`src/rtl/core/nca_pkg.sv`:
```
`default_nettype none

package nca_pkg;

  // Field widths of one command word and one result word
  localparam int unsigned CMD_W   = 2;
  localparam int unsigned NOTE_W  = 7;
  localparam int unsigned LAYER_W = 4;
  localparam int unsigned KEY_W   = LAYER_W + NOTE_W;
  localparam int unsigned CH_W    = 4;
  localparam int unsigned STAT_W  = 2;

  // Command codes
  typedef enum logic [CMD_W-1:0] {
    CMD_ALLOC   = 2'd0,
    CMD_RELEASE = 2'd1,
    CMD_LOOKUP  = 2'd2,
    CMD_RESET   = 2'd3
  } cmd_e;

  // Result status codes
  typedef enum logic [STAT_W-1:0] {
    ST_OK    = 2'd0,
    ST_EMPTY = 2'd1,
    ST_DUP   = 2'd2,
    ST_MISS  = 2'd3
  } status_e;

  // Controls from the sequencer to the datapath
  typedef struct packed {
    logic load;  // capture the incoming command word
    logic exec;  // search the bindings and update the pool
  } ctrl_t;

endpackage

`default_nettype wire

```
`src/rtl/core/nca_ctrl.sv`:
```
`default_nettype none

module nca_ctrl (
  input  wire logic          clk_i,
  input  wire logic          rst_ni,
  input  wire logic          start,
  output logic               busy,
  output logic               done_o,
  output nca_pkg::ctrl_t     ctrl_o
);
  import nca_pkg::*;

  typedef enum logic [1:0] {
    S_IDLE,
    S_EXEC,
    S_RESP
  } state_e;

  state_e state_q;
  logic   busy_q;
  logic   done_q;

  // Sequence: accept, execute, then signal the result with done_o for one cycle
  always_ff @(posedge clk_i or negedge rst_ni) begin
    if (!rst_ni) begin
      state_q <= S_IDLE;
      busy_q  <= 1'b0;
      done_q  <= 1'b0;
    end else begin
      unique case (state_q)
        S_IDLE, S_RESP: begin
          if (start) begin
            state_q <= S_EXEC;
            busy_q  <= 1'b1;
          end else begin
            state_q <= S_IDLE;
            busy_q  <= 1'b0;
          end
          done_q <= 1'b0;
        end
        S_EXEC: begin
          state_q <= S_RESP;
          busy_q  <= 1'b0;
          done_q  <= 1'b1;
        end
        default: begin
          state_q <= S_IDLE;
          busy_q  <= 1'b0;
          done_q  <= 1'b0;
        end
      endcase
    end
  end

  assign busy        = busy_q;
  assign done_o      = done_q;
  assign ctrl_o.load = start & ~busy_q;
  assign ctrl_o.exec = (state_q == S_EXEC);

endmodule

`default_nettype wire

```
`src/rtl/core/nca_datapath.sv`:
```
`default_nettype none

module nca_datapath #(
  parameter int unsigned NUM_CHANNELS = 15,
  parameter int unsigned NUM_LAYERS   = 16
) (
  input  wire logic                           clk_i,
  input  wire logic                           rst_ni,
  input  wire nca_pkg::ctrl_t                 ctrl_i,
  input  wire logic [nca_pkg::CMD_W-1:0]      command_i,
  input  wire logic [nca_pkg::NOTE_W-1:0]     note_i,
  input  wire logic [nca_pkg::LAYER_W-1:0]    layer_i,
  output logic      [nca_pkg::CH_W-1:0]       channel_o,
  output logic      [nca_pkg::STAT_W-1:0]     status_o
);
  import nca_pkg::*;

  localparam int unsigned CNT_W = $clog2(NUM_CHANNELS + 1);
  localparam int unsigned IDX_W = (NUM_CHANNELS > 1) ? $clog2(NUM_CHANNELS) : 1;

  // Captured command word
  cmd_e               cmd_q;
  logic [KEY_W-1:0]   key_q;

  // Pool state
  logic [CH_W-1:0]    stack_q [NUM_CHANNELS];
  logic [CH_W-1:0]    stack_d [NUM_CHANNELS];
  logic [CNT_W-1:0]   count_q, count_d;
  logic [KEY_W-1:0]   owner_q [NUM_CHANNELS];
  logic [NUM_CHANNELS-1:0] valid_q, valid_d;

  // Result registers
  logic [CH_W-1:0]    chan_q, chan_d;
  status_e            status_q, status_d;

  // Search and stack access
  logic               hit;
  logic [IDX_W-1:0]   hit_idx;
  logic [CNT_W-1:0]   cnt_m1;
  logic [CH_W-1:0]    top_ch;
  logic [CH_W-1:0]    top_m1;
  logic               top_ok;
  logic               layer_bad;
  logic               bind_en;

  // Capture the command word on acceptance
  always_ff @(posedge clk_i) begin
    if (ctrl_i.load) begin
      cmd_q <= cmd_e'(command_i);
      key_q <= {layer_i, note_i};
    end
  end

  // Compare the key against every binding; the lowest channel wins
  always_comb begin
    hit     = 1'b0;
    hit_idx = '0;
    for (int i = NUM_CHANNELS - 1; i >= 0; i--) begin
      if (valid_q[i] && (owner_q[i] == key_q)) begin
        hit     = 1'b1;
        hit_idx = IDX_W'(i);
      end
    end
  end

  assign cnt_m1    = count_q - 1'b1;
  assign top_ch    = stack_q[cnt_m1[IDX_W-1:0]];
  assign top_m1    = top_ch - 1'b1;
  assign top_ok    = (top_ch != '0) && (CNT_W'(top_ch) <= CNT_W'(NUM_CHANNELS));
  assign layer_bad = (8'(key_q[KEY_W-1:NOTE_W]) >= 8'(NUM_LAYERS));

  // Work out the next pool state and the result
  always_comb begin
    stack_d  = stack_q;
    count_d  = count_q;
    valid_d  = valid_q;
    chan_d   = chan_q;
    status_d = status_q;
    bind_en  = 1'b0;
    if (ctrl_i.exec) begin
      chan_d   = '0;
      status_d = ST_OK;
      priority if (cmd_q == CMD_RESET) begin
        for (int i = 0; i < NUM_CHANNELS; i++) begin
          stack_d[i] = CH_W'(NUM_CHANNELS - i);
        end
        count_d = CNT_W'(NUM_CHANNELS);
        valid_d = '0;
      end else if (layer_bad) begin
        status_d = ST_MISS;
      end else if (cmd_q == CMD_ALLOC) begin
        if (count_q == '0) begin
          status_d = ST_EMPTY;
        end else begin
          count_d = cnt_m1;
          // drop a duplicate binding; its channel stays out of the pool
          if (hit) begin
            valid_d[hit_idx] = 1'b0;
            status_d         = ST_DUP;
          end
          if (top_ok) begin
            valid_d[top_m1[IDX_W-1:0]] = 1'b1;
            bind_en                    = 1'b1;
          end
          chan_d = top_ch;
        end
      end else begin
        if (!hit) begin
          status_d = ST_MISS;
        end else begin
          chan_d = CH_W'(hit_idx) + 1'b1;
          if (cmd_q == CMD_RELEASE) begin
            valid_d[hit_idx] = 1'b0;
            if (count_q < CNT_W'(NUM_CHANNELS)) begin
              stack_d[count_q[IDX_W-1:0]] = CH_W'(hit_idx) + 1'b1;
              count_d                     = count_q + 1'b1;
            end
          end
        end
      end
    end
  end

  // Hold the pool and the bindings
  always_ff @(posedge clk_i or negedge rst_ni) begin
    if (!rst_ni) begin
      for (int i = 0; i < NUM_CHANNELS; i++) begin
        stack_q[i] <= CH_W'(NUM_CHANNELS - i);
      end
      count_q <= CNT_W'(NUM_CHANNELS);
      valid_q <= '0;
    end else begin
      stack_q <= stack_d;
      count_q <= count_d;
      valid_q <= valid_d;
    end
  end

  // Bind the key to the popped channel
  always_ff @(posedge clk_i) begin
    if (bind_en) begin
      owner_q[top_m1[IDX_W-1:0]] <= key_q;
    end
  end

  // Hold the result word
  always_ff @(posedge clk_i) begin
    chan_q   <= chan_d;
    status_q <= status_d;
  end

  assign channel_o = chan_q;
  assign status_o  = status_q;

endmodule

`default_nettype wire

```
`src/rtl/core/note_channel_allocator_core.sv`:
```
`default_nettype none

// Per-note channel allocator. Channels 1 to NUM_CHANNELS sit on a last-in
// first-out free stack; an allocate pops one and binds it to the key
// {layer, note}, a release searches the bindings and pushes the channel back,
// a lookup only searches, and a reset command reloads the pool with channel 1
// on top. A command word is taken when start is high and busy is low. Each
// word is executed with busy high, while all bindings are compared in
// parallel and the stack is updated; its result is then shown with done_o
// high. busy is low while the result is shown, so a new word may be started
// then. done_o is high for exactly one cycle and cannot be held off, and
// channel_o and status_o hold the result until the next word executes: sample
// it when done_o is high. A channel 0 result means none; status 1 is pool
// empty, 2 a duplicate key rebound (the old channel stays out of the pool
// until a reset command), 3 key not found or layer out of range.
module note_channel_allocator_core #(
  parameter int unsigned NUM_CHANNELS = 15,
  parameter int unsigned NUM_LAYERS   = 16
) (
  input  wire logic                         clk_i,
  input  wire logic                         rst_ni,
  input  wire logic                         start,
  output logic                              busy,
  input  wire logic [nca_pkg::CMD_W-1:0]    command_i,
  input  wire logic [nca_pkg::NOTE_W-1:0]   note_i,
  input  wire logic [nca_pkg::LAYER_W-1:0]  layer_i,
  output logic                              done_o,
  output logic      [nca_pkg::CH_W-1:0]     channel_o,
  output logic      [nca_pkg::STAT_W-1:0]   status_o
);
  import nca_pkg::*;

  ctrl_t ctrl;

  nca_ctrl u_ctrl (
    .clk_i  (clk_i),
    .rst_ni (rst_ni),
    .start  (start),
    .busy   (busy),
    .done_o (done_o),
    .ctrl_o (ctrl)
  );

  nca_datapath #(
    .NUM_CHANNELS (NUM_CHANNELS),
    .NUM_LAYERS   (NUM_LAYERS)
  ) u_datapath (
    .clk_i     (clk_i),
    .rst_ni    (rst_ni),
    .ctrl_i    (ctrl),
    .command_i (command_i),
    .note_i    (note_i),
    .layer_i   (layer_i),
    .channel_o (channel_o),
    .status_o  (status_o)
  );

`ifndef NO_ASSERTIONS
  // An accepted word is executed in the next cycle
  a_accept_exec: assert property (@(posedge clk_i) disable iff (!rst_ni)
    (start && !busy) |=> busy)
    else $error("accepted word did not enter execution");

  // Execution is followed directly by its result, with busy low
  a_exec_result: assert property (@(posedge clk_i) disable iff (!rst_ni)
    busy |=> (done_o && !busy))
    else $error("execution not followed by a result");

  // Empty pool and miss results carry no channel
  a_no_channel: assert property (@(posedge clk_i) disable iff (!rst_ni)
    (done_o && (status_o == ST_EMPTY || status_o == ST_MISS)) |-> (channel_o == '0))
    else $error("empty or miss result carries a channel");

  // A rebound channel lies inside the pool
  a_chan_range: assert property (@(posedge clk_i) disable iff (!rst_ni)
    (done_o && (status_o == ST_DUP)) |->
      (channel_o != '0 && 32'(channel_o) <= NUM_CHANNELS))
    else $error("rebound channel outside the pool");
`endif

endmodule

`default_nettype wire
```
`config.mk`:
```
export PLATFORM = sky130hd
export DESIGN_NAME = note_channel_allocator_core
export DESIGN_NICKNAME = d
export VERILOG_FILES = /design/src/rtl/core/nca_pkg.sv /design/src/rtl/core/nca_ctrl.sv /design/src/rtl/core/nca_datapath.sv /design/src/rtl/core/note_channel_allocator_core.sv
export SDC_FILE = /design/constraint.sdc
export NUM_CORES = 1
export LEC_CHECK = 0
export BUFFER_PORTS_ARGS = -buffer_cell sky130_fd_sc_hd__buf_4
export CORE_ASPECT_RATIO = 1.75
export CORE_MARGIN = 10
export CORE_UTILIZATION = 65
export CTS_BUF_LIST = sky130_fd_sc_hd__clkbuf_16
export CTS_CLUSTER_SIZE = 28
export DETAILED_ROUTE_END_ITERATION = 12
export PLACE_DENSITY = 0.82
export SLEW_MARGIN = 20
export SYNTH_ARGS = -nofsm -noshare
export SYNTH_HDL_FRONTEND = slang
export SYNTH_SLANG_ARGS = --single-unit
```
`constraint.sdc`:
```
create_clock -name clk_i -period 12.3 [get_ports clk_i]
set_input_delay 0 -clock clk_i [delete_from_list [all_inputs] [get_ports clk_i]]
set_output_delay 0 -clock clk_i [all_outputs]
set_load 0.005 [all_outputs]
```
* Word-level counts from Yosys, hierarchy flattened *
Memory sizes are Yosys's and may differ from the RTL's.
Index checks and enable logic that the tools add are counted.

word-level totals
  flip-flop bits (word level) = 102
  latch bits = 0
  memory bits (writable) = 165
  ROM bits = 0
  bits of input ports = 16
  memories = 1

cells by class
  add/sub/neg operators = 4
  $mul = 0
  div/mod/pow operators = 0
  order comparisons = 9
  eq/ne operators = 21
  shift-type cells = 0
  multiplexer cells = 81
  bitwise logic cells = 7
  reduce and logical (&&, ||, !) cells = 33

memory list
  memory              words  width  rd ports  clocked after memory_dff  wr ports  RTL line            RTL
  u_datapath.owner_q  15     11     15        0                         1         nca_datapath.sv:29  logic [KEY_W-1:0] owner_q [NUM_CHANNELS];

operator list
  operator                                                    number
  two-way mux 60 bit                                          5
  equality test 11 bit                                        15
  two-way mux 15 bit                                          11
  two-way mux 4 bit                                           27
  bitwise mux 60 bit                                          1
  two-way mux 1 bit                                           28
  logical AND 1 bit                                           19
  binary-select mux 4 bit (select 4 bit)                      1
  demux 4 bit (select 4 bit)                                  1
  AND 15 bit                                                  1
  inverter 15 bit                                             1
  bitwise OR 15 bit                                           1
  >= comparator 5 bit, second input constant                  2
  less-than comparator 4 x 5 -> 1 bit, second input constant  2
  inverter 4 -> 5 bit                                         2
  AND reduction 5 bit                                         2
  nonzero test 3 bit                                          3
  adder 4 x 1 -> 4 bit, second input constant                 2
  demux 1 bit (select 4 bit)                                  2
  >= comparator 4 x 1 -> 1 bit, second input constant         2
  two-way mux 2 bit                                           4
  subtractor 4 x 1 -> 4 bit, second input constant            2
  nonzero test 2 bit                                          3
  less-than comparator 5 x 1 -> 1 bit, second input constant  1
  other kinds (14)                                            17

* Longest topological paths before layout *
Gate-level depths: netlist of run 1.
An unclocked memory read counts as a cell.

  depth in word-level cells = 34
  mapped depth = 15
  gate-level depth less buffers = 11

* Hierarchy *
A second synthesis of run 1 with hierarchy kept.

second synthesis, totals
  cell total of the unflattened synthesis = 1086
  area total of the unflattened synthesis = 13033.8 sq um

modules (own cells, without submodules)
  module        times used  cells each  area an instance (sq um)  sequential area each (sq um)
  nca_datapath  1           1082        12968.7                   7547.2
  nca_ctrl      1           4           65.1                      50.0

* Worst setup path after synthesis of run 1 *
Ideal clock, no wire load.

  path type = register -> register
  start = register u_datapath.count_q[0]
  end = memory u_datapath.owner_q[0][0] (netlist bit) (enable)
  setup time = 0.378 ns
  data arrival time = 3.880 ns
  data required time = 11.922 ns
  setup slack = 8.042 ns
  cell stages (with the launch flop) = 13
  buffers on the path = 4
  clock period less this slack = 4.258 ns
  cell sequence = dfstp_2 -> buf_2 -> buf_4 -> inv_1 -> ha_1 -> buf_2 -> buf_1 -> mux4_2 -> mux4_2 -> xor2_1 -> nand2b_1 -> or2_2 -> nor2_1

on the way
  longest elaborated chain between the ends = 14
  elaborated cells on any way between the ends = 17
  those cells by class = add/sub (2); order compare (1); mux (10); bitwise (1); reduce/logical (3)

ends and longest elaborated chain
  what                                                       RTL line             RTL
  start, declared                                            nca_datapath.sv:28   logic [CNT_W-1:0] count_q, count_d;
  start signal, assigned                                     nca_datapath.sv:130  count_q <= CNT_W'(NUM_CHANNELS);
  start signal, assigned                                     nca_datapath.sv:134  count_q <= count_d;
  subtractor 4 x 1 -> 4 bit                                  nca_datapath.sv:66   assign cnt_m1 = count_q - 1'b1;
  inverter 4 -> 5 bit (implied by the code)                  nca_datapath.sv:67   assign top_ch = stack_q[cnt_m1[IDX_W-1:0]];
  binary-select mux 4 bit (select 4 bit)                     nca_datapath.sv:67
  two-way mux 4 bit (implied by the code) (2 in a row)       nca_datapath.sv:67
  <= comparator 4 bit or nonzero test 4 bit (tied branches)  nca_datapath.sv:69   assign top_ok = (top_ch != '0) && (CNT_W'(top_ch) <= CNT_W'(NUM_CHANNELS));
  logical AND 1 bit                                          nca_datapath.sv:69
  two-way mux 1 bit                                          nca_datapath.sv:101  if (top_ok) begin
  two-way mux 1 bit                                          nca_datapath.sv:92   if (count_q == '0) begin
  two-way mux 1 bit                                          nca_datapath.sv:91   end else if (cmd_q == CMD_ALLOC) begin
  two-way mux 1 bit                                          nca_datapath.sv:83   priority if (cmd_q == CMD_RESET) begin
  two-way mux 1 bit                                          nca_datapath.sv:80   if (ctrl_i.exec) begin
  two-way mux 1 bit                                          nca_datapath.sv:141  if (bind_en) begin
  two-way mux 1 bit (implied by the code)                    nca_datapath.sv:142  owner_q[top_m1[IDX_W-1:0]] <= key_q;
  end, declared                                              nca_datapath.sv:29

Parallel ways exist; a longest one is shown, timed or not. The select of a mux whose other input is x is not followed.

* Final worst setup path of run 1 *
  start = register u_datapath.count_q[0]
  end = memory u_datapath.owner_q[0][5] (netlist bit) (enable)

Same word-level chain as after synthesis.

==> summary.md, run 1 <==
| Metric | Value |
|---|---|
| # setup viols final | `0` |
| Cell count after synthesis | `between 900 and 1k` |
| Clock power share | `33.0%` |
| CP Max Fanout | `20` |
| Area growth syn-to-layout | `8.71%` |
| H-tree lvl count | `1` |
| First-pass GRT wire length | `approximately 48000 microns` |
| Sw frac | `27.6%` |
| DIE AREA | `about 0.026 sq mm` |
| Die Y | `between 200 and 250 microns` |
| Detailed Place HPWL | `slightly above 20000 microns` |
| Fin crit share | `~41%` |
| Layout Nets | `1045` |
| Worst slew margin | `a little under a quarter` |
| Starting Density | `between 60 and 70%` |
| Post-Syn Area | `between 0.01 and 0.015 sq mm` |
| Syn_nets | `around 1.0k` |
| Max Buffers Root-to-Sink | `3` |
| Gpl congestion | `about 1` |
| Crit start category | `flop` |
| Hold-fix buffers, CTS | `15` |
| CTS tree | `done` |
| Final WL | `approximately 31000 microns` |
| Placement-stage cell area | `roughly 0.013 sq mm` |
| Post-route worst setup slack | `between 7 and 8 ns` |
| Pleak | `4.71 nW` |
| Final hold vios | `0` |
| Post-cts resize count | `0` |
| Power density over cell area | `about 160 mW/mm^2` |
| Total power | `about 2.2 mW` |
| Max-Cap Viols | `0` |
| Clock sink total | `about 270` |
| GRT overflow | `0` |
| Die width | `126 microns` |
| Non-filler instance count after layout | `about 1.3k` |
| Worst r2r src | `u_datapath.count_q[0]$_DFFE_PN1P_` |
| Unrepaired setup endpoints after global routing | `false` |
| Ys Warns | `0` |
| Postcts setup bufs | `0` |
| Syn Area/Cell | `around 13 sq um` |
| Synth cell types | `61` |
| Combinational power share | `about a fifth` |
| Slew @ Worst Pin | `around 1.1 ns` |
| WP data required | `12.44 ns` |
| P_sw | `around 0.6 mW` |
| Worst-Skew Late Latency | `~0.52 ns` |
| Status | `finished clean` |
| Post-route DRC | `0` |
| Pre-CTS WS | `roughly 7.3 ns` |
| HP Class | `input pin to flop` |
| Core area | `between 0.015 and 0.02 sq mm` |
| Root Buffer | `clkbuf_16` |
| FFs w/ async S/R, synth | `between 30% and 40%` |
| Crit path launch | `u_datapath.count_q[0]$_DFFE_PN1P_` |
| Vias | `approximately 8.2k` |
| Vias in the first global route | `around 8.4k` |
| Crit path max-delay cell type | `dfstp_2` |
| VDD IR max | `between 0.15 and 0.2 mV` |
| Reg-to-reg setup timing slack | `7.28 ns` |
| Fillcell total | `1255` |
| Arrival @ worst endpoint | `slightly above 5 ns` |
| Setup TNS | `0 ns` |
| CP Capture Point | `u_datapath.owner_q[0][5]$_DFFE_PP_` |
| WL per Instance | `about 24 microns` |
| Min Tclk post-route | `about 5 ns` |
| Register area share after synthesis | `between 50% and 60%` |
| CTS clock-pin slew for the worst setup and hold paths | `0.08 ns` |
| Yosys reg bits | `266` |
| Sequential power share | `between 40% and 50%` |
| Crit-path cells | `inv_1 > ha_1 > mux4_2 > mux4_2 > or2_1 > xor2_1 > nand2b_1 > or2_2 > nor2_1` |
| Placed Cells | `1220` |
| DRT antenna net count | `0` |
| Ports | `24` |
| Max incr delay on CP | `0.87 ns` |
| Worst Reg-to-Reg Cells | `9` |
| Clock Skew | `0.0228 ns` |
| Critical Path Most Common Cell | `mux4_2` |
| Largest net degree at the start of global routing | `a little over 80` |
| Power Internal | `1.61 mW` |
| Ys flop type | `edfxtp_1` |
| Reg-to-reg critical path endpoint | `u_datapath.owner_q[0][5]$_DFFE_PP_` |
| Initial antenna violation count | `1` |
| Worst setup EP type | `flop` |
| Via-per-instance ratio | `between 6 and 7` |
| First-pass iteration count of the detailed router | `5` |
| Max Slew Vio Count | `0` |
| Number of port buffers | `23` |
| Initial DRC Count | `around 540` |
| Critical path type | `flop to flop` |
| CTS buffer count | `22` |
| Overall Global Routing Usage | `a little under a quarter` |
| FP Rows | `between 60 and 70` |
| Max Clk Rate | `~200 MHz` |
| Final instance area | `about 0.014 sq mm` |
| Number of enable flip-flop cells after synthesis | `approximately 180` |
| Share of layout cells above drive strength 1 | `between 10% and 20%` |
## cells in the mapped netlist, types with 3 or more instances
cell | n | area share (%)
nor3_1 | 27 | 1.1
a21oi_1 | 40 | 1.6
mux2i_1 | 29 | 2.3
buf_4 | 8 | 0.47
nand3_1 | 14 | 0.55
a211oi_1 | 3 | 0.18
nor2_1 | 60 | 1.8
nand4_1 | 56 | 2.7
a2bb2oi_1 | 4 | 0.27
buf_6 | 20 | 1.8
a221o_1 | 3 | 0.23
xnor2_2 | 3 | 0.38
clkbuf_1 | 20 | 0.59
and2_1 | 6 | 0.29
nand2_1 | 48 | 1.4
dfrtp_1 | 46 | 9.0
xnor2_1 | 165 | 11
buf_2 | 9 | 0.35
o22ai_1 | 7 | 0.34
nor3_2 | 6 | 0.47
a31oi_1 | 4 | 0.20
ha_1 | 11 | 1.1
o211ai_1 | 8 | 0.47
inv_1 | 12 | 0.35
mux4_2 | 16 | 2.8
dfstp_2 | 36 | 7.4
nor2b_1 | 9 | 0.44
edfxtp_1 | 184 | 43
o21ai_0 | 52 | 2.0
o21ai_1 | 14 | 0.55
or3_1 | 8 | 0.39
and3_1 | 9 | 0.44
or2_2 | 8 | 0.39
a22oi_1 | 3 | 0.18
nor4_1 | 4 | 0.20
nand2b_1 | 10 | 0.49
## registers in the layout, summed over array words and instances (netlist names), 2 cells and up
name / cells
u_datapath.channel_o: 4
u_datapath.cmd_q: 2
u_datapath.count_q: 4
u_datapath.key_q: 11
u_datapath.owner_q: 165
u_datapath.stack_q: 60
u_datapath.status_o: 2
u_datapath.valid_q: 15
## per-layer routing
layer	track usage [%]	wire length [microns]	vias to the layer above	share of wire, %
li1	-	-	3683	-
met1	24.5	10500	3972	34
met2	43.1	16300	386	53
met3	2.76	1610	131	5.2
met4	16.4	2300	0	7.5
met5	0	0	-	0
## worst min-delay path by stage
| stage | from | end | slack [ns] | cells past startpoint |
|---|---|---|---|---|
| 5_1_grt | note_i[2] | u_datapath.key_q[2]$_DFFE_PP_ | 0.20 | 2 |
| 4_1_cts | note_i[3] | u_datapath.key_q[3]$_DFFE_PP_ | 0.20 | 2 |
| 3_3_place_gp | note_i[6] | u_datapath.key_q[6]$_DFFE_PP_ | 0.18 | 1 |
| 3_5_place_dp | command_i[1] | u_datapath.cmd_q[1]$_DFFE_PP_ | 0.18 | 1 |
| 6_report | note_i[2] | u_datapath.key_q[2]$_DFFE_PP_ | 0.21 | 2 |
| 2_1_floorplan | rst_ni | u_ctrl.busy$_DFF_PN0_ | -0.30 | 0 |
## critical path: cells and delay by family (launching register included)
family / cells / cell delay [ns]
xor+xnor: 1 / 0.24
fa+ha+maj: 1 / 0.85
buf+inv: 1 / 0.25
flops: 1 / 0.87
mux: 2 / 0.96
simple gates: 4 / 1.49
## final cells by class
class                      instances  area [sq um]  share of cell area [%]
sequential                       266          7620                    54.7
multi-input combinational        659          4730                    34.0
clock buffer                      23           576                    4.13
timing repair buffer              56           458                    3.29
tap                              241           302                    2.16
clock inverter                    17           188                    1.35
inverter                          13          48.8                   0.350
antenna                            1          2.50                  0.0180
## through the flow
step	util, %	hold slack [ns]
finish	72.2	0.206
global route	72.2	0.201
CTS	72.2	0.204
detailed placement	67.5	0.180
global placement	67.5	0.179
floorplan	-	-0.296
## cells in the final DEF (no fill, tap or decap), types with 36 or more instances in the layout
master | synthesis | layout
nand4_1 | 56 | 56
o21ai_0 | 52 | 52
edfxtp_1 | 184 | 184
nor2_1 | 60 | 60
dfstp_2 | 36 | 36
xnor2_1 | 165 | 165
dfrtp_1 | 46 | 46
a21oi_1 | 40 | 39
nand2_1 | 48 | 48
buf_4 | 8 | 41
## power groups by stage
stage	Combinational (mW)	Clock, mW	Sequential [mW]
2_1_floorplan	0.324	0	1.06
3_3_place_gp	0.409	0	1.08
3_5_place_dp	0.418	0	1.08
4_1_cts	0.424	0.738	1.06
5_1_grt	0.461	0.774	1.07
6_report	0.428	0.736	1.07
## cell families (layout without fill, tap and decap cells)
family,count (synthesis),in the layout,synth area share [%]
and+or+nand+nor,275,275,11.5
DFF,266,266,59.5
xor gates and xnor gates,169,169,11.7
AOI/OAI and AO/OA,159,159,7.50
buffers and inverters,73,109,3.64
muxes,45,45,5.08
adders and majority gates,11,11,1.07
other,0,1,0
Note: power is estimated with default switching activity, not from simulation.
==> inputs of run 2 (changes only) <==
- ABC_AREA: unset -> 1
- CORE_UTILIZATION: 65 -> 64
- PLACE_DENSITY: 0.82 -> 0.81
- clock period: 12.3 -> 5.2 ns (I/O delays scaled with it)
==> summary.md, run 2 <==
| Metric | Value |
|---|---|
| Status | `finished clean` |
| Clock Skew | `0.0220 ns` |
| Worst slew margin | `approximately 28%` |
| Yosys reg bits | `about 270` |
| Initial DRC Count | `1373` |
| Via-per-instance ratio | `approximately 6.1` |
| CTS clock-pin slew for the worst setup and hold paths | `roughly 0.07 ns` |
| # setup viols final | `0` |
| Die width | `about 140 microns` |
| Max-Cap Viols | `0` |
| Clock sink total | `~270` |
| Min Tclk post-route | `between 4 and 5 ns` |
| Synth area leaders | `edfxtp_1 36%, nand2_1 11%, dfrtp_1 7.5%` |
| Die Y | `approximately 220 microns` |
| Root Buffer | `clkbuf_16` |
| Total power | `around 6.7 mW` |
| Final hold vios | `0` |
| Non-filler instance count after layout | `roughly 2.2k` |
| Unrepaired setup endpoints after global routing | `false` |
| FFs w/ async S/R, synth | `30.8%` |
| Count leader, synth | `nand2_1` |
| Synth cell types | `59` |
| Area growth syn-to-layout | `8.97%` |
| CTS buffer count | `25` |
| Syn Area/Cell | `8.24 sq um` |
| First-pass GRT wire length | `between 70000 and 80000 microns` |
| Yosys top cell by area | `edfxtp_1` |
| Largest net degree at the start of global routing | `between 80 and 90` |
| Initial antenna violation count | `1` |
| Post-route DRC | `0` |
| Max reg flops | `165` |
| Syn_nets | `roughly 1.9k` |
| Fin crit share | `~85%` |
| DRT antenna net count | `0` |
| Gpl congestion | `approximately 1.0` |
| Post-Syn Area | `about 0.015 sq mm` |
| Power density over cell area | `roughly 400 mW/mm^2` |
| Crit start category | `flop` |
| CP Max Fanout | `17` |
| Placement-stage cell area | `roughly 0.016 sq mm` |
| Slew @ Worst Pin | `about 1.1 ns` |
| Vias | `between 10k and 15k` |
| First-pass iteration count of the detailed router | `6` |
| Layout Nets | `between 1.5k and 2k` |
| FP Rows | `74` |
| Max Buffers Root-to-Sink | `3` |
| Commonest non-fill, non-tap cell in the layout | `nand2_1` |
| Vias in the first global route | `between 10k and 15k` |
| Ys flop type | `edfxtp_1` |
| WL per Instance | `approximately 21 microns` |
| Starting Density | `between 60% and 70%` |
| Final WL | `47000 microns` |
| Detailed Place HPWL | `around 33000 microns` |
| Core area | `between 0.02 and 0.025 sq mm` |
| HP Class | `input pin to asynchronous set/reset pin` |
| CTS tree | `done` |
| Cell count after synthesis | `around 1.9k` |
| Share of layout cells above drive strength 1 | `around an eighth` |
| Worst-Skew Late Latency | `~0.55 ns` |
| VDD IR max | `0.526 mV` |
| Commonest non-fill, non-tap cells in the layout | `455 x nand2_1, 246 x nor2_1, 245 x inv_1` |
| Number of enable flip-flop cells after synthesis | `184` |
| Hold_ws | `~0.043 ns` |
| Critical path type | `flop to flop` |
| Pleak | `7.31 nW` |
| Final instance area | `approximately 0.017 sq mm` |
| Post-synth top cells | `455 x nand2_1, 247 x nor2_1, 243 x inv_1` |
| Worst setup EP type | `flop` |
| Register area share after synthesis | `49.7%` |
| Arrival @ worst endpoint | `between 4 and 5 ns` |
| Placed Cells | `approximately 2.2k` |
| Number of port buffers | `23` |
| Overall Global Routing Usage | `30.7%` |
| H-tree lvl count | `1` |
| Postcts setup bufs | `0` |
| Ports | `24` |
| Max Clk Rate | `~230 MHz` |
| Setup TNS | `0 ns` |
| DIE AREA | `slightly above 0.03 sq mm` |
| GRT overflow | `0` |
| Top cell type's share of synthesized area | `a little over a third` |
| Ys Warns | `0` |
| Max Slew Vio Count | `0` |
| WP data required | `roughly 5.4 ns` |
==> run 2: changes by cell type in the layout (fill, tap and decap cells not counted), moves of 13 or more <==
cell / before / now
inv_1: 13 / 245
nand4_1: 56 / 69
xnor2_1: 165 / 18
nand2_2: 0 / 14
nand3_1: 14 / 95
mux4_2: 16 / 0
mux2i_1: 29 / 0
nor4_1: 4 / 38
nand2_1: 48 / 455
xor2_1: 1 / 18
o21ai_2: 1 / 18
nor2_1: 60 / 246
o21ai_0: 52 / 69
o21ai_1: 14 / 32
==> run 2: cell type report <==
class / count / area [sq um]
clock buffers: 27 / 676
fillers: 1872 / 6810
flip-flops and latches: 266 / 7620
repair buffers: 66 / 549
multi-input cells: 1279 / 6350
diodes: 1 / 2.50
inverters: 261 / 990
clock inverters: 18 / 130
well taps: 304 / 380
==> run 2: metrics by stage <==
stage,worst slack [ns],utilization [%]
after floorplan,1.06,-
after global placement,0.881,66.9
after detailed placement,0.893,66.9
after CTS,0.869,71.0
after global routing,0.494,71.0
final,0.771,71.0
==> run 2: metal layers <==
layer  vias up  wire length, microns  track usage (%)  part of all wire [%]
li1       6268                     -                -                     -
met2       690                 24400             55.2                    52
met3       229                  3250             3.93                   6.9
met4         0                  3730             20.9                   7.9
met1      6322                 15700             32.1                    33
met5         -                     0                0                     0
==> run 2: path summary, 6_finish.rpt <==
kind	slack, ns	cells after the start	startpoint	to
worst max-delay path	0.77	13	u_datapath.count_q[1]$_DFFE_PN1P_	u_datapath.owner_q[10][3]$_DFFE_PP_
worst min-delay path	0.04	2	rst_ni	u_datapath.stack_q[19]$_DFFE_PN0P_
worst max register to register	0.77	13	u_datapath.count_q[1]$_DFFE_PN1P_	u_datapath.owner_q[10][3]$_DFFE_PP_
worst min register to register	0.45	1	u_ctrl.state_q[0]$_DFF_PN0_	u_ctrl.busy$_DFF_PN0_
max in group asynchronous	4.57	2	rst_ni	u_ctrl.state_q[0]$_DFF_PN0_
min in group clk_i	0.16	2	layer_i[0]	u_datapath.key_q[7]$_DFFE_PP_
==> run 2: logic make-up (layout without fill, tap and decap cells) <==
logic type | after synthesis | in the layout | share of synthesized area, %
AND/OR/NAND/NOR | 1030 | 1030 | 30.4
AO/OA/AOI/OAI | 201 | 201 | 7.96
multiplexers | 1 | 1 | 0.0735
XOR/XNOR | 36 | 36 | 2.06
adder cells (fa/ha/maj) | 11 | 11 | 0.898
buffers and inverters | 316 | 372 | 8.92
flip-flops | 266 | 266 | 49.7
other | 0 | 1 | 0
==> run 2: timing repair <==
action | in CTS | in global routing
endpoints found under the setup margin | 0 | 0
hold buffers | 15 | 0
hold endpoints to repair | 61 | 0
gates resized for setup | 0 | 0
==> run 2: worst max-delay path, cell delays in order (launching register included) <==
cell     delay, ns
dfstp_2       0.56
inv_1         0.12
ha_1          0.70
inv_1         0.42
a21oi_1       0.21
o21ai_0       0.17
a21oi_1       0.20
o21ai_0       0.11
nand2_1       0.15
nor2_2        0.09
xor2_1        0.18
nor2_1        0.20
nand2_1       0.11
nor2_1        0.82
==> run 2: where the power goes <==
part,switching (mW),internal (mW)
Combinational,1.50,0.591
Sequential,0.195,2.61
Clock,0.846,0.995
==> inputs of run 3 (changes only) <==
- CTS_BUF_LIST: sky130_fd_sc_hd__clkbuf_16 -> unset
==> summary.md, run 3 (synthesis gave the netlist of run 2 again) <==
| Metric | Value |
|---|---|
| Status | `finished clean` |
| Reg-to-reg setup timing slack | `about 0.74 ns` |
| Largest net degree at the start of global routing | `between 80 and 90` |
| Setup TNS | `0 ns` |
| Starting Density | `between 60% and 70%` |
| Placement-stage cell area | `around 0.016 sq mm` |
| Postcts setup bufs | `0` |
| Vias in the first global route | `approximately 13k` |
| Layout Nets | `approximately 1.9k` |
| Arrival @ worst endpoint | `between 4 and 5 ns` |
| Vias | `between 10k and 15k` |
| First-pass GRT wire length | `~73000 microns` |
| Power Internal | `4.22 mW` |
| Final WL | `approximately 47000 microns` |
| Clock sink total | `roughly 270` |
| Fin crit share | `85.9%` |
| Clock Skew | `just over 0.02 ns` |
| Fillcell total | `1873` |
| Commonest non-fill, non-tap cell in the layout | `nand2_1` |
| Min Tclk post-route | `~4.5 ns` |
| Overall Global Routing Usage | `30.7%` |
| HP Class | `input pin to asynchronous set/reset pin` |
| Post-route DRC | `0` |
| Clock power share | `between 20% and 30%` |
| Core area | `0.0235 sq mm` |
| Worst setup EP type | `flop` |
| # setup viols final | `0` |
| Final instance area | `0.0167 sq mm` |
| Crit path launch | `u_datapath.count_q[1]$_DFFE_PN1P_` |
| Detailed Place HPWL | `roughly 33000 microns` |
| H-tree lvl count | `1` |
| WP data required | `about 5.4 ns` |
| Initial DRC Count | `between 1k and 1.5k` |
| Post-cts resize count | `0` |
| Critical path type | `flop to flop` |
| Placed Cells | `roughly 2.2k` |
| Sequential power share | `around 42%` |
| Via-per-instance ratio | `6.09` |
| Final hold vios | `0` |
| Pleak | `~7.3 nW` |
| GRT overflow | `0` |
| Worst Reg-to-Reg Cells | `13` |
| CTS tree | `done` |
| Root Buffer | `clkbuf_16` |
| First-pass iteration count of the detailed router | `6` |
| VDD IR max | `approximately 0.52 mV` |
| Max Buffers Root-to-Sink | `3` |
| Hold-fix buffers, CTS | `15` |
| P_sw | `between 2 and 3 mW` |
| WL per Instance | `~21 microns` |
| Initial antenna violation count | `1` |
| Die width | `between 100 and 150 microns` |
| Max reg flops | `165` |
| CP Max Fanout | `17` |
| Share of layout cells above drive strength 1 | `11.8%` |
| DRT antenna net count | `0` |
| Max Slew Vio Count | `0` |
| Pre-CTS WS | `0.893 ns` |
| Final Core Density | `a little under three quarters` |
| Max-Cap Viols | `0` |
| Power density over cell area | `404 mW/mm^2` |
| Crit start category | `flop` |
| Area growth syn-to-layout | `9.04%` |
| Max Clk Rate | `224 MHz` |
| DIE AREA | `slightly above 0.03 sq mm` |
| Gpl congestion | `~1` |
| Post-route worst setup slack | `around 0.74 ns` |
| CTS clock-pin slew for the worst setup and hold paths | `roughly 0.07 ns` |
| Worst r2r src | `u_datapath.count_q[1]$_DFFE_PN1P_` |
| Worst slew margin | `between 20 and 30%` |
| Combinational power share | `around 31%` |
| CTS buffer count | `25` |
| Number of port buffers | `23` |
| Sw frac | `a little under two fifths` |
| Non-filler instance count after layout | `2222` |
| Worst-Skew Late Latency | `~0.56 ns` |
| CP Capture Point | `u_datapath.owner_q[10][1]$_DFFE_PP_` |
| Reg-to-reg critical path endpoint | `u_datapath.owner_q[10][1]$_DFFE_PP_` |
| Ports | `24` |
| Slew @ Worst Pin | `around 1.1 ns` |
| Unrepaired setup endpoints after global routing | `false` |
| FP Rows | `74` |
| Die Y | `between 200 and 250 microns` |
| Commonest non-fill, non-tap cells in the layout | `455 x nand2_1, 246 x nor2_1, 243 x inv_1` |
## run 3: cell count changes in the layout (fill, tap and decap cells not counted), sizes merged
cell    before  now
clkbuf      27   30
clkinv      12   11
inv        264  262
## run 3: power by group through the flow
stage / Combinational (mW) / Sequential (mW) / Clock (mW)
CTS: 2.04 / 2.80 / 1.87
finish: 2.09 / 2.81 / 1.86
global route: 2.31 / 2.82 / 1.94
detailed placement: 2.02 / 2.84 / 0
floorplan: 1.43 / 2.76 / 0
global placement: 2.00 / 2.83 / 0
## run 3: worst min-delay path by stage
stage	from	end	slack (ns)	cells after the start
2_1_floorplan	rst_ni	u_ctrl.busy$_DFF_PN0_	-0.30	0
3_3_place_gp	layer_i[1]	u_datapath.key_q[8]$_DFFE_PP_	0.18	1
3_5_place_dp	note_i[1]	u_datapath.key_q[1]$_DFFE_PP_	0.18	1
4_1_cts	note_i[4]	u_datapath.key_q[4]$_DFFE_PP_	0.15	2
5_1_grt	rst_ni	u_datapath.stack_q[19]$_DFFE_PN0P_	0.12	2
6_report	rst_ni	u_datapath.stack_q[19]$_DFFE_PN0P_	0.04	2
## run 3: metal layers
layer	part of all wire, %	wire (microns)	vias to the layer above	GRT usage (%)
met2	52	24300	721	55.2
met3	7.0	3280	224	3.93
li1	-	-	6260	-
met1	33	15800	6324	32.1
met4	8.0	3780	0	20.9
met5	0	0	-	0
## run 3: stage by stage
stage | total power [mW] | hold slack [ns]
floorplan | 4.19 | -0.296
global placement | 4.84 | 0.179
detailed placement | 4.86 | 0.180
CTS | 6.71 | 0.153
global route | 7.06 | 0.124
finish | 6.76 | 0.0403
## run 3: worst max-delay path, cell delays in order (launching register included)
cell and delay (ns):
dfstp_2 0.56, inv_1 0.12, ha_1 0.71, inv_1 0.43, a21oi_1 0.21, o21ai_0 0.17, a21oi_1 0.21, o21ai_0 0.11
nand2_1 0.15, nor2_2 0.09, xor2_1 0.18, nor2_1 0.20, nand2_1 0.11, nor2_1 0.82
## run 3: area by class of cell
type	count	area [sq um]	share of cell area, %
antenna	1	2.50	0.0150
clock buffer	30	697	4.17
clock inverter	15	119	0.711
inverter	261	990	5.92
multi-input combinational	1279	6350	38.0
sequential	266	7620	45.6
tap	304	380	2.28
timing repair buffer	66	549	3.29
